$ cat src/rtl/dhlrf_pkg.sv
// ----------------------------------------------------------------------------
// dhlrf_pkg
// Shared types, constants and the segment table of the two-lane hex display
// refresh framer.
// ----------------------------------------------------------------------------
package dhlrf_pkg;

  localparam int unsigned QueueDepth = 2;
  localparam int unsigned QueuePtrW  = 1;
  localparam int unsigned QueueCntW  = 2;

  localparam logic [7:0]  CmdDisplayCtl = 8'h88;
  localparam logic [7:0]  CmdData       = 8'h40;
  localparam logic [7:0]  CmdAddress    = 8'hC0;
  localparam logic [7:0]  GapByte       = 8'h00;
  localparam logic [15:0] BlankValue    = 16'hFFFF;
  localparam logic [2:0]  BrightReset   = 3'd3;

  localparam logic [0:0]  RegBrightness = 1'b0;

  localparam logic [2:0]  StepFirst     = 3'd0;
  localparam logic [2:0]  StepInitLast  = 3'd1;
  localparam logic [2:0]  StepLast      = 3'd7;

  typedef enum logic {
    CMD_REFRESH = 1'b0,
    CMD_INIT    = 1'b1
  } cmd_kind_e;

  typedef struct packed {
    cmd_kind_e   kind;
    logic [7:0]  ctl;
    logic [15:0] left;
    logic [15:0] right;
  } cmd_t;

  typedef struct packed {
    logic full;
    logic empty;
  } q_status_t;

  function automatic logic [7:0] seg_code(input logic [3:0] nib);
    logic [7:0] code;
    case (nib)
      4'h0:    code = 8'h1E;
      4'h1:    code = 8'h28;
      4'h2:    code = 8'hB6;
      4'h3:    code = 8'hBC;
      4'h4:    code = 8'h78;
      4'h5:    code = 8'hDC;
      4'h6:    code = 8'hDE;
      4'h7:    code = 8'hE8;
      4'h8:    code = 8'hFE;
      4'h9:    code = 8'hFC;
      4'hA:    code = 8'hFA;
      4'hB:    code = 8'h5E;
      4'hC:    code = 8'hC6;
      4'hD:    code = 8'h3E;
      4'hE:    code = 8'hD6;
      4'hF:    code = 8'hD2;
      default: code = 8'h00;
    endcase
    return code;
  endfunction

  function automatic logic [3:0] nibble_at(input logic [15:0] v, input logic [1:0] idx);
    logic [3:0] n;
    case (idx)
      2'd0:    n = v[3:0];
      2'd1:    n = v[7:4];
      2'd2:    n = v[11:8];
      2'd3:    n = v[15:12];
      default: n = 4'h0;
    endcase
    return n;
  endfunction

endpackage

$ cat src/rtl/dual_hex_led_refresh_framer_core.sv
// ----------------------------------------------------------------------------
// dual_hex_led_refresh_framer_core
// Two-lane refresh framer for a pair of four-digit hex LED displays.
//
//   channel  direction  handshake                 payload
//   input    in         in_valid_i / in_ready_o   mode, left_value, right_value
//   output   out        out_valid_o / out_ready_i lane1/2 bytes, frame flags, last
//   config   in         APB psel/penable/pready   brightness_level at 0x0
//
// A refresh with new values gives eight bytes, one per cycle unless stalled; an
// init gives two; a refresh with unchanged values gives none and is not queued.
// The byte sequencer, one byte per cycle while not stalled, sets the rate.
// Reset: shown values 0xffff, brightness 3, queue and output register empty.
// A two-entry queue lets input acceptance and output stalls proceed apart.
// ----------------------------------------------------------------------------
module dual_hex_led_refresh_framer_core (
  input  logic        clk_i,
  input  logic        rst_ni,
  input  logic        in_valid_i,
  output logic        in_ready_o,
  input  logic        mode_i,
  input  logic [15:0] left_value_i,
  input  logic [15:0] right_value_i,
  output logic        out_valid_o,
  input  logic        out_ready_i,
  output logic [7:0]  lane1_byte_o,
  output logic [7:0]  lane2_byte_o,
  output logic        frame_begin_o,
  output logic        frame_end_o,
  output logic        last_o,
  input  logic        psel,
  input  logic        penable,
  input  logic        pwrite,
  input  logic [2:0]  paddr,
  input  logic [31:0] pwdata,
  output logic [31:0] prdata,
  output logic        pready
);

  logic                 bright_we;
  logic [2:0]           bright_q, bright_d;
  logic                 push;
  logic                 pop;
  dhlrf_pkg::cmd_t      push_cmd;
  dhlrf_pkg::cmd_t      head;
  dhlrf_pkg::q_status_t q_status;

  assign pready    = 1'b1;
  assign bright_we = psel && penable && pwrite && pready
                     && (paddr[2] == dhlrf_pkg::RegBrightness);
  assign bright_d  = bright_we ? pwdata[2:0] : bright_q;
  assign prdata    = (paddr[2] == dhlrf_pkg::RegBrightness) ? {29'd0, bright_q} : 32'd0;

  always_ff @(posedge clk_i or negedge rst_ni) begin
    if (!rst_ni) begin
      bright_q <= dhlrf_pkg::BrightReset;
    end else begin
      bright_q <= bright_d;
    end
  end

  dhlrf_front u_front (
    .clk_i         (clk_i),
    .rst_ni        (rst_ni),
    .in_valid_i    (in_valid_i),
    .in_ready_o    (in_ready_o),
    .mode_i        (mode_i),
    .left_value_i  (left_value_i),
    .right_value_i (right_value_i),
    .brightness_i  (bright_q),
    .q_status_i    (q_status),
    .push_o        (push),
    .push_cmd_o    (push_cmd)
  );

  dhlrf_queue u_queue (
    .clk_i      (clk_i),
    .rst_ni     (rst_ni),
    .push_i     (push),
    .push_cmd_i (push_cmd),
    .pop_i      (pop),
    .head_o     (head),
    .status_o   (q_status)
  );

  dhlrf_back u_back (
    .clk_i         (clk_i),
    .rst_ni        (rst_ni),
    .head_i        (head),
    .q_status_i    (q_status),
    .pop_o         (pop),
    .out_valid_o   (out_valid_o),
    .out_ready_i   (out_ready_i),
    .lane1_byte_o  (lane1_byte_o),
    .lane2_byte_o  (lane2_byte_o),
    .frame_begin_o (frame_begin_o),
    .frame_end_o   (frame_end_o),
    .last_o        (last_o)
  );

endmodule

$ cat src/rtl/dhlrf_front.sv
// ----------------------------------------------------------------------------
// dhlrf_front
// Accepts items, compares refresh values with the shown values and queues
// the commands that need bytes on the lanes.
// ----------------------------------------------------------------------------
module dhlrf_front (
  input  logic                 clk_i,
  input  logic                 rst_ni,
  input  logic                 in_valid_i,
  output logic                 in_ready_o,
  input  logic                 mode_i,
  input  logic [15:0]          left_value_i,
  input  logic [15:0]          right_value_i,
  input  logic [2:0]           brightness_i,
  input  dhlrf_pkg::q_status_t q_status_i,
  output logic                 push_o,
  output dhlrf_pkg::cmd_t      push_cmd_o
);

  logic [15:0] shown_left_q, shown_left_d;
  logic [15:0] shown_right_q, shown_right_d;
  logic        accept;
  logic        changed;

  assign in_ready_o = !q_status_i.full;
  assign accept     = in_valid_i && in_ready_o;
  assign changed    = (left_value_i != shown_left_q) || (right_value_i != shown_right_q);

  always_comb begin
    shown_left_d     = shown_left_q;
    shown_right_d    = shown_right_q;
    push_o           = 1'b0;
    push_cmd_o.kind  = dhlrf_pkg::CMD_REFRESH;
    push_cmd_o.ctl   = dhlrf_pkg::CmdDisplayCtl | {5'd0, brightness_i};
    push_cmd_o.left  = left_value_i;
    push_cmd_o.right = right_value_i;
    if (accept) begin
      if (mode_i) begin
        shown_left_d    = dhlrf_pkg::BlankValue;
        shown_right_d   = dhlrf_pkg::BlankValue;
        push_o          = 1'b1;
        push_cmd_o.kind = dhlrf_pkg::CMD_INIT;
      end else if (changed) begin
        shown_left_d  = left_value_i;
        shown_right_d = right_value_i;
        push_o        = 1'b1;
      end
    end
  end

  always_ff @(posedge clk_i or negedge rst_ni) begin
    if (!rst_ni) begin
      shown_left_q  <= dhlrf_pkg::BlankValue;
      shown_right_q <= dhlrf_pkg::BlankValue;
    end else begin
      shown_left_q  <= shown_left_d;
      shown_right_q <= shown_right_d;
    end
  end

endmodule

$ cat src/rtl/dhlrf_queue.sv
// ----------------------------------------------------------------------------
// dhlrf_queue
// Two-entry command queue between the front and the byte sequencer.
// ----------------------------------------------------------------------------
module dhlrf_queue (
  input  logic                 clk_i,
  input  logic                 rst_ni,
  input  logic                 push_i,
  input  dhlrf_pkg::cmd_t      push_cmd_i,
  input  logic                 pop_i,
  output dhlrf_pkg::cmd_t      head_o,
  output dhlrf_pkg::q_status_t status_o
);

  dhlrf_pkg::cmd_t                     mem_q [dhlrf_pkg::QueueDepth];
  logic [dhlrf_pkg::QueuePtrW-1:0]     wr_ptr_q, wr_ptr_d;
  logic [dhlrf_pkg::QueuePtrW-1:0]     rd_ptr_q, rd_ptr_d;
  logic [dhlrf_pkg::QueueCntW-1:0]     count_q, count_d;
  logic                                do_push;
  logic                                do_pop;

  assign status_o.full  = (count_q == dhlrf_pkg::QueueCntW'(dhlrf_pkg::QueueDepth));
  assign status_o.empty = (count_q == '0);
  assign do_push        = push_i && !status_o.full;
  assign do_pop         = pop_i && !status_o.empty;
  assign head_o         = mem_q[rd_ptr_q];

  always_comb begin
    wr_ptr_d = wr_ptr_q;
    rd_ptr_d = rd_ptr_q;
    count_d  = count_q;
    if (do_push) begin
      wr_ptr_d = wr_ptr_q + 1'b1;
    end
    if (do_pop) begin
      rd_ptr_d = rd_ptr_q + 1'b1;
    end
    if (do_push && !do_pop) begin
      count_d = count_q + 1'b1;
    end else if (do_pop && !do_push) begin
      count_d = count_q - 1'b1;
    end
  end

  always_ff @(posedge clk_i) begin
    if (do_push) begin
      mem_q[wr_ptr_q] <= push_cmd_i;
    end
  end

  always_ff @(posedge clk_i or negedge rst_ni) begin
    if (!rst_ni) begin
      wr_ptr_q <= '0;
      rd_ptr_q <= '0;
      count_q  <= '0;
    end else begin
      wr_ptr_q <= wr_ptr_d;
      rd_ptr_q <= rd_ptr_d;
      count_q  <= count_d;
    end
  end

endmodule

$ cat src/rtl/dhlrf_back.sv
// ----------------------------------------------------------------------------
// dhlrf_back
// Byte sequencer: walks the queued command one byte per cycle into the
// output register, holding while the output is stalled.
// ----------------------------------------------------------------------------
module dhlrf_back (
  input  logic                 clk_i,
  input  logic                 rst_ni,
  input  dhlrf_pkg::cmd_t      head_i,
  input  dhlrf_pkg::q_status_t q_status_i,
  output logic                 pop_o,
  output logic                 out_valid_o,
  input  logic                 out_ready_i,
  output logic [7:0]           lane1_byte_o,
  output logic [7:0]           lane2_byte_o,
  output logic                 frame_begin_o,
  output logic                 frame_end_o,
  output logic                 last_o
);

  logic [2:0] step_q, step_d;
  logic       valid_q, valid_d;
  logic [7:0] lane1_q, lane1_d;
  logic [7:0] lane2_q, lane2_d;
  logic       begin_q, begin_d;
  logic       end_q, end_d;
  logic       last_q, last_d;
  logic       advance;
  logic [1:0] digit;

  assign advance = (!valid_q || out_ready_i) && !q_status_i.empty;
  assign digit   = step_q[2:1];

  always_comb begin
    step_d  = step_q;
    valid_d = valid_q && !out_ready_i;
    lane1_d = lane1_q;
    lane2_d = lane2_q;
    begin_d = begin_q;
    end_d   = end_q;
    last_d  = last_q;
    pop_o   = 1'b0;
    if (advance) begin
      valid_d = 1'b1;
      begin_d = 1'b0;
      end_d   = 1'b0;
      last_d  = 1'b0;
      if (head_i.kind == dhlrf_pkg::CMD_INIT) begin
        begin_d = 1'b1;
        end_d   = 1'b1;
        if (step_q == dhlrf_pkg::StepFirst) begin
          lane1_d = head_i.ctl;
          lane2_d = head_i.ctl;
          step_d  = step_q + 3'd1;
        end else begin
          lane1_d = dhlrf_pkg::CmdData;
          lane2_d = dhlrf_pkg::CmdData;
          last_d  = 1'b1;
          step_d  = dhlrf_pkg::StepFirst;
          pop_o   = 1'b1;
        end
      end else begin
        if (step_q == dhlrf_pkg::StepFirst) begin
          lane1_d = dhlrf_pkg::CmdAddress;
          lane2_d = dhlrf_pkg::CmdAddress;
          begin_d = 1'b1;
        end else if (step_q[0]) begin
          lane1_d = dhlrf_pkg::seg_code(dhlrf_pkg::nibble_at(head_i.left, digit));
          lane2_d = dhlrf_pkg::seg_code(dhlrf_pkg::nibble_at(head_i.right, digit));
        end else begin
          lane1_d = dhlrf_pkg::GapByte;
          lane2_d = dhlrf_pkg::GapByte;
        end
        if (step_q == dhlrf_pkg::StepLast) begin
          end_d  = 1'b1;
          last_d = 1'b1;
          step_d = dhlrf_pkg::StepFirst;
          pop_o  = 1'b1;
        end else begin
          step_d = step_q + 3'd1;
        end
      end
    end
  end

  always_ff @(posedge clk_i or negedge rst_ni) begin
    if (!rst_ni) begin
      step_q  <= dhlrf_pkg::StepFirst;
      valid_q <= 1'b0;
    end else begin
      step_q  <= step_d;
      valid_q <= valid_d;
    end
  end

  always_ff @(posedge clk_i) begin
    lane1_q <= lane1_d;
    lane2_q <= lane2_d;
    begin_q <= begin_d;
    end_q   <= end_d;
    last_q  <= last_d;
  end

  assign out_valid_o   = valid_q;
  assign lane1_byte_o  = lane1_q;
  assign lane2_byte_o  = lane2_q;
  assign frame_begin_o = begin_q;
  assign frame_end_o   = end_q;
  assign last_o        = last_q;

endmodule

$ cat config.mk
export PLATFORM = sky130hd
export DESIGN_NAME = dual_hex_led_refresh_framer_core
export DESIGN_NICKNAME = d
export VERILOG_FILES = /design/src/rtl/dhlrf_pkg.sv /design/src/rtl/dual_hex_led_refresh_framer_core.sv /design/src/rtl/dhlrf_front.sv /design/src/rtl/dhlrf_queue.sv /design/src/rtl/dhlrf_back.sv
export SDC_FILE = /design/constraint.sdc
export NUM_CORES = 1
export LEC_CHECK = 0
export BUFFER_PORTS_ARGS = -buffer_cell sky130_fd_sc_hd__buf_2
export CORE_MARGIN = 2
export CORE_UTILIZATION = 55
export DETAILED_ROUTE_END_ITERATION = 10
export PLACE_DENSITY = 0.79
export SLEW_MARGIN = 20
export SYNTH_ARGS = -nofsm -noshare
export SYNTH_HDL_FRONTEND = slang
export SYNTH_SLANG_ARGS = --single-unit
$ cat constraint.sdc
create_clock -name clk_i -period 8.3 [get_ports clk_i]
set_input_delay 1.66 -clock clk_i [delete_from_list [all_inputs] [get_ports clk_i]]
set_output_delay 1.66 -clock clk_i [all_outputs]
set_load 0.03 [all_outputs]
# After elaboration in Yosys (flattened, before gate mapping)
# Memories as Yosys holds them, arrays and structs flattened.
# Index checks and enable logic that the tools add are counted.
# totals
ff_bits	62
latchBits	0
ram_bits	72
rom_bits	224
inputBits	75
output_inout_bits	54
wordCells	93
memories	3
# mem_list
name	depth	word_bits	rd	rd_ports_with_merged_regs	wr	line_no	text
(name not given)	16	7	1	0	0	dhlrf_pkg.sv:44	case (nib)
(name not given)	16	7	1	0	0	dhlrf_pkg.sv:44	
u_queue.mem_q	2	36	1	0	1	dhlrf_queue.sv:15	dhlrf_pkg::cmd_t mem_q [dhlrf_pkg::QueueDepth];
# classes
n_addsub	5
multipliers	0
div_mod_pow	0
magnitude_cmp	0
eq_ne	7
shift	0
muxes	40
n_bitwise	1
n_reduce_logical	24
# ops
op	n
16-bit two-way mux	4
8-bit two-way mux	7
4-bit two-way mux	8
16-bit != test	2
4-bit case mux with 4 select lines	2
1-bit two-way mux	13
3-bit two-way mux	4
1-bit logical AND	10
2-bit equality test (second input constant)	3
1-bit logical NOT	6
2-bit logical NOT	2
2-bit two-way mux	2
2-bit nonzero test	2
3-bit by 1-bit adder with 3-bit output (second input constant)	1
3-bit equality test (second input constant)	1
3-bit logical NOT	1
1-bit adder (second input constant)	2
2-bit by 1-bit adder with 2-bit output (second input constant)	1
2-bit by 1-bit equality test with 1-bit output (second input constant)	1
1-bit logical OR	2
2-bit AND reduction	1
2-bit by 1-bit subtractor with 2-bit output (second input constant)	1
1-bit NOT	1

# Logic depth before layout (Yosys ltp)
# logic_depth
depth_word	10
mapped_depth	12
depth_no_buf	11

# Hierarchy
# From an unflattened synthesis, not the netlist that was laid out.
# hier_totals
hier_cells	563
area_unflattened_um2	7599.8
# by_module_without_submodules
mod	n_inst	cells_per_inst	area_per_inst_um2
dhlrf_queue	1	147	3358.2
dhlrf_front	1	224	2172.1
dhlrf_back	1	150	1664.1
dual_hex_led_refresh_framer_core	1	42	405.4

# Worst setup path after synthesis
# Ideal clock, no wire load.
# synth_path
path_kind	input -> register
start	input port mode_i
end	memory u_queue.mem_q[0][0] in the netlist's numbering, enable pin
setup_time_ns	0.434
arrival_ns	4.108
required_time_ns	7.866
slack_ns	3.758
stages	5
n_path_buf	2
cell_sequence	clkbuf_1 > nor3_1 > a31oi_1 > buf_1 > nor2b_1
# synth_between
elab_chain_cells	5
# synth_lines
element	line_no	text
start: declaration	dual_hex_led_refresh_framer_core.sv:21	input logic mode_i,
1-bit two-way mux	dhlrf_front.sv:38	if (mode_i) begin
1-bit two-way mux	dhlrf_front.sv:37	if (accept) begin
1-bit logical AND	dhlrf_queue.sv:24	assign do_push = push_i && !status_o.full;
1-bit two-way mux	dhlrf_queue.sv:46	if (do_push) begin
1-bit two-way mux (not written as such)	dhlrf_queue.sv:47	mem_q[wr_ptr_q] <= push_cmd_i;
end: declaration	dhlrf_queue.sv:15	
# Every way passes these cells.

# Final worst setup path
# layout_path
start	input port mode_i
end	memory u_queue.mem_q[0][35] in the netlist's numbering, enable pin
# The elaborated chain is that of the path after synthesis.

==> qor.yml <==
status: "finished, final reports clean"
cts.sinks: 133
ys_warn_count: 0
die-area_um2: 12600
finalSetupViolCount: 0
fin_nets: 630
stdcell_area_um2: 7330
synth_most_common_cell: "edfxtp_1"
core_um2: 11500
fin_crit_sh_pct: 51.1
area_delta_synth_final_pct: 13.2
fin_setup_tns_ns: 0
clk_latency_ns: 0.41
ctsHoldBuffers: 0
synth-async-reset-ratio_pct: 32.3
min_period_ns: 4.24
worst_setup_path_start_kind: "input pin"
path_class: "in2reg"
start_util_pct: 56.4
wl_um: 12000
cap_violations: 0
port_buffers: 67
end_kind: "register"
leakage_nw: 3.06
antenna_found_initial: 0
cts.repair.resized: 0
rows: 39
drv_slew: 0
syn_inst: 472
grt_setup_unrepaired: "no"
relSlewSlack_pct: 30.3
powerDensity_nw_per_um2: 384
clkSlewWorstSetupHoldPaths_ns: 0.05
die_x_um: 112
fin_skew_ns: 0.00812
vias_per_cell: 5.41
dpl.hpwl_um: 8160
root_buffer: "clkbuf_16"
initialDrtViolationCount: 215
cp.arrival_ns: 4.32
tightestPinTransition_ns: 1.02
worstPathRequired_ns: 8.38
synth_commonest_cells: "edfxtp_1 (90), inv_1 (42), mux2i_1 (41), nor2_1 (39), dfstp_2 (34)"
ys_types: 56
ant_nets: 0
ir_drop_v: 0.000248
syn_area_um2: 6470
ctsLongestPathBuffers: 2
min_path_type: "reg2reg"
grt_overflow_total: 0
final-hold-violation-count: 0
grt_usage_pct: 19.4
ys.flop_type: "edfxtp_1"
avgSynthCellArea_um2: 13.7
remaining_drc_errors: 0
yosys-top-cells-area: "edfxtp_1 (42%), dfstp_2 (14%), mux2i_1 (6.3%), mux4_2 (4.9%), xnor2_1 (4.5%)"
num_io_pins: 129
ys_seq_elements: 133
synth_top_cell_by_area: "edfxtp_1"
post_dp_cell_area_um2: 6790
cts_tree: "built"
cts_buffers: 17
yosysSeqAreaShare_pct: 59.0
slowest_stage: "nor2b_2"
max_freq_mhz: 236
cp_max_fo: 34
vias: 3779
gp_congestion: 0.840
worstPathCellList: "buf_2 -> nor3_1 -> a31oi_4 -> nor2b_2 -> buf_4"
wire_per_inst_um: 17.1
cts_setup_buffers: 0
grt_start_max_net_pins: 44
netlist.area_leader.share_pct: 41.8
diodes: 0
grt_pass1_vias: 3761
die_y_um: 112
firstDrtPassIters: 4
synth_edf_count: 90
max_stage_delay_ns: 0.85
drive_above_1_share_pct: 29.7
htreeDepth: 4
grt_pass1_wl_um: 18700
cell families after synthesis:
logic type / after synthesis / share of synthesized area (%)
fa+ha+maj: 12 / 2.32
other cells: 2 / 0.116
flops: 133 / 59.0
buf+inv: 90 / 7.89
xor+xnor: 37 / 5.01
simple gates: 88 / 6.40
mux: 70 / 15.1
compound gates: 40 / 4.14
worst paths after layout:
| kind | startpoint | to | slack, ns | depth (start not counted) |
|---|---|---|---|---|
| max | mode_i | u_queue.mem_q[0][35]$_DFFE_PP_ | 4.06 | 5 |
| min | u_front.shown_left_q[3]$_DFFE_PN1P_ | u_front.shown_left_q[3]$_DFFE_PN1P_ | 0.47 | 2 |
| max reg2reg | u_queue.rd_ptr_q$_DFFE_PN0P_ | u_back.lane1_byte_o[7]$_DFFE_PP_ | 5.09 | 6 |
| min reg2reg | u_front.shown_left_q[3]$_DFFE_PN1P_ | u_front.shown_left_q[3]$_DFFE_PN1P_ | 0.47 | 2 |
| max in group asynchronous | rst_ni | u_back.step_q[2]$_DFFE_PN0P_ | 6.28 | 1 |
| min in group asynchronous | rst_ni | bright_q[2]$_DFFE_PN0P_ | 1.41 | 1 |
report_power, final:
group | internal, mW | switching [mW]
combinational | 0.404 | 0.642
sequential | 0.993 | 0.103
clock | 0.417 | 0.256
placed cells by master (no fill, tap or decap), drive strengths merged, types with 7 or more instances in the layout:
cell type,n
nand2,16
dfstp,34
mux4,16
xnor2,33
o21ai,12
mux2,8
buf,71
mux2i,46
clkinv,7
edfxtp,90
dfrtp,9
conb,30
ha,12
nand4,7
clkbuf,23
nor2,40
inv,43
worst max-delay path: cells and delay by family:
family                 cells  cell delay [ns]
AOI/OAI and AO/OA          1             0.63
and+or+nand+nor            2             1.04
buffers and inverters      2             0.96
metrics by stage:
step	setup slack, ns	power [mW]	util, %	std cells	hold WS, ns
after floorplan	3.76	1.94	-	500	0.451
after global placement	3.69	2.09	59.2	667	0.459
after detailed placement	3.64	2.14	59.2	667	0.465
after CTS	4.06	2.83	63.9	698	0.476
after global routing	3.88	2.96	63.9	698	0.487
final	4.06	2.82	63.9	698	0.473
registers in the layout, indices dropped and copies added (netlist names), 2 cells and up:
register / count
u_queue.mem_q: 72
u_front.shown_left_q: 16
u_front.shown_right_q: 16
u_back.lane2_byte_o: 8
u_back.lane1_byte_o: 7
bright_q: 3
u_back.step_q: 3
u_queue.count_q: 2
layer usage:
layer | vias up | global-route usage, % | part of all wire [%]
li1 | 1753 | - | -
met1 | 1872 | 24.0 | 41
met2 | 134 | 33.3 | 52
met3 | 20 | 5.13 | 5.2
met4 | 0 | 6.99 | 2.3
met5 | - | 0 | 0
final cells by class:
| cell class | count | area, um2 |
|---|---|---|
| fillers | 830 | 4140 |
| flip-flops and latches | 133 | 3820 |
| multi-input cells | 277 | 2260 |
| clock buffers | 23 | 458 |
| repair buffers | 71 | 365 |
| well taps | 143 | 179 |
| inverters | 43 | 161 |
| clock inverters | 8 | 78.8 |
No activity file was read; power rests on OpenSTA's default activity.
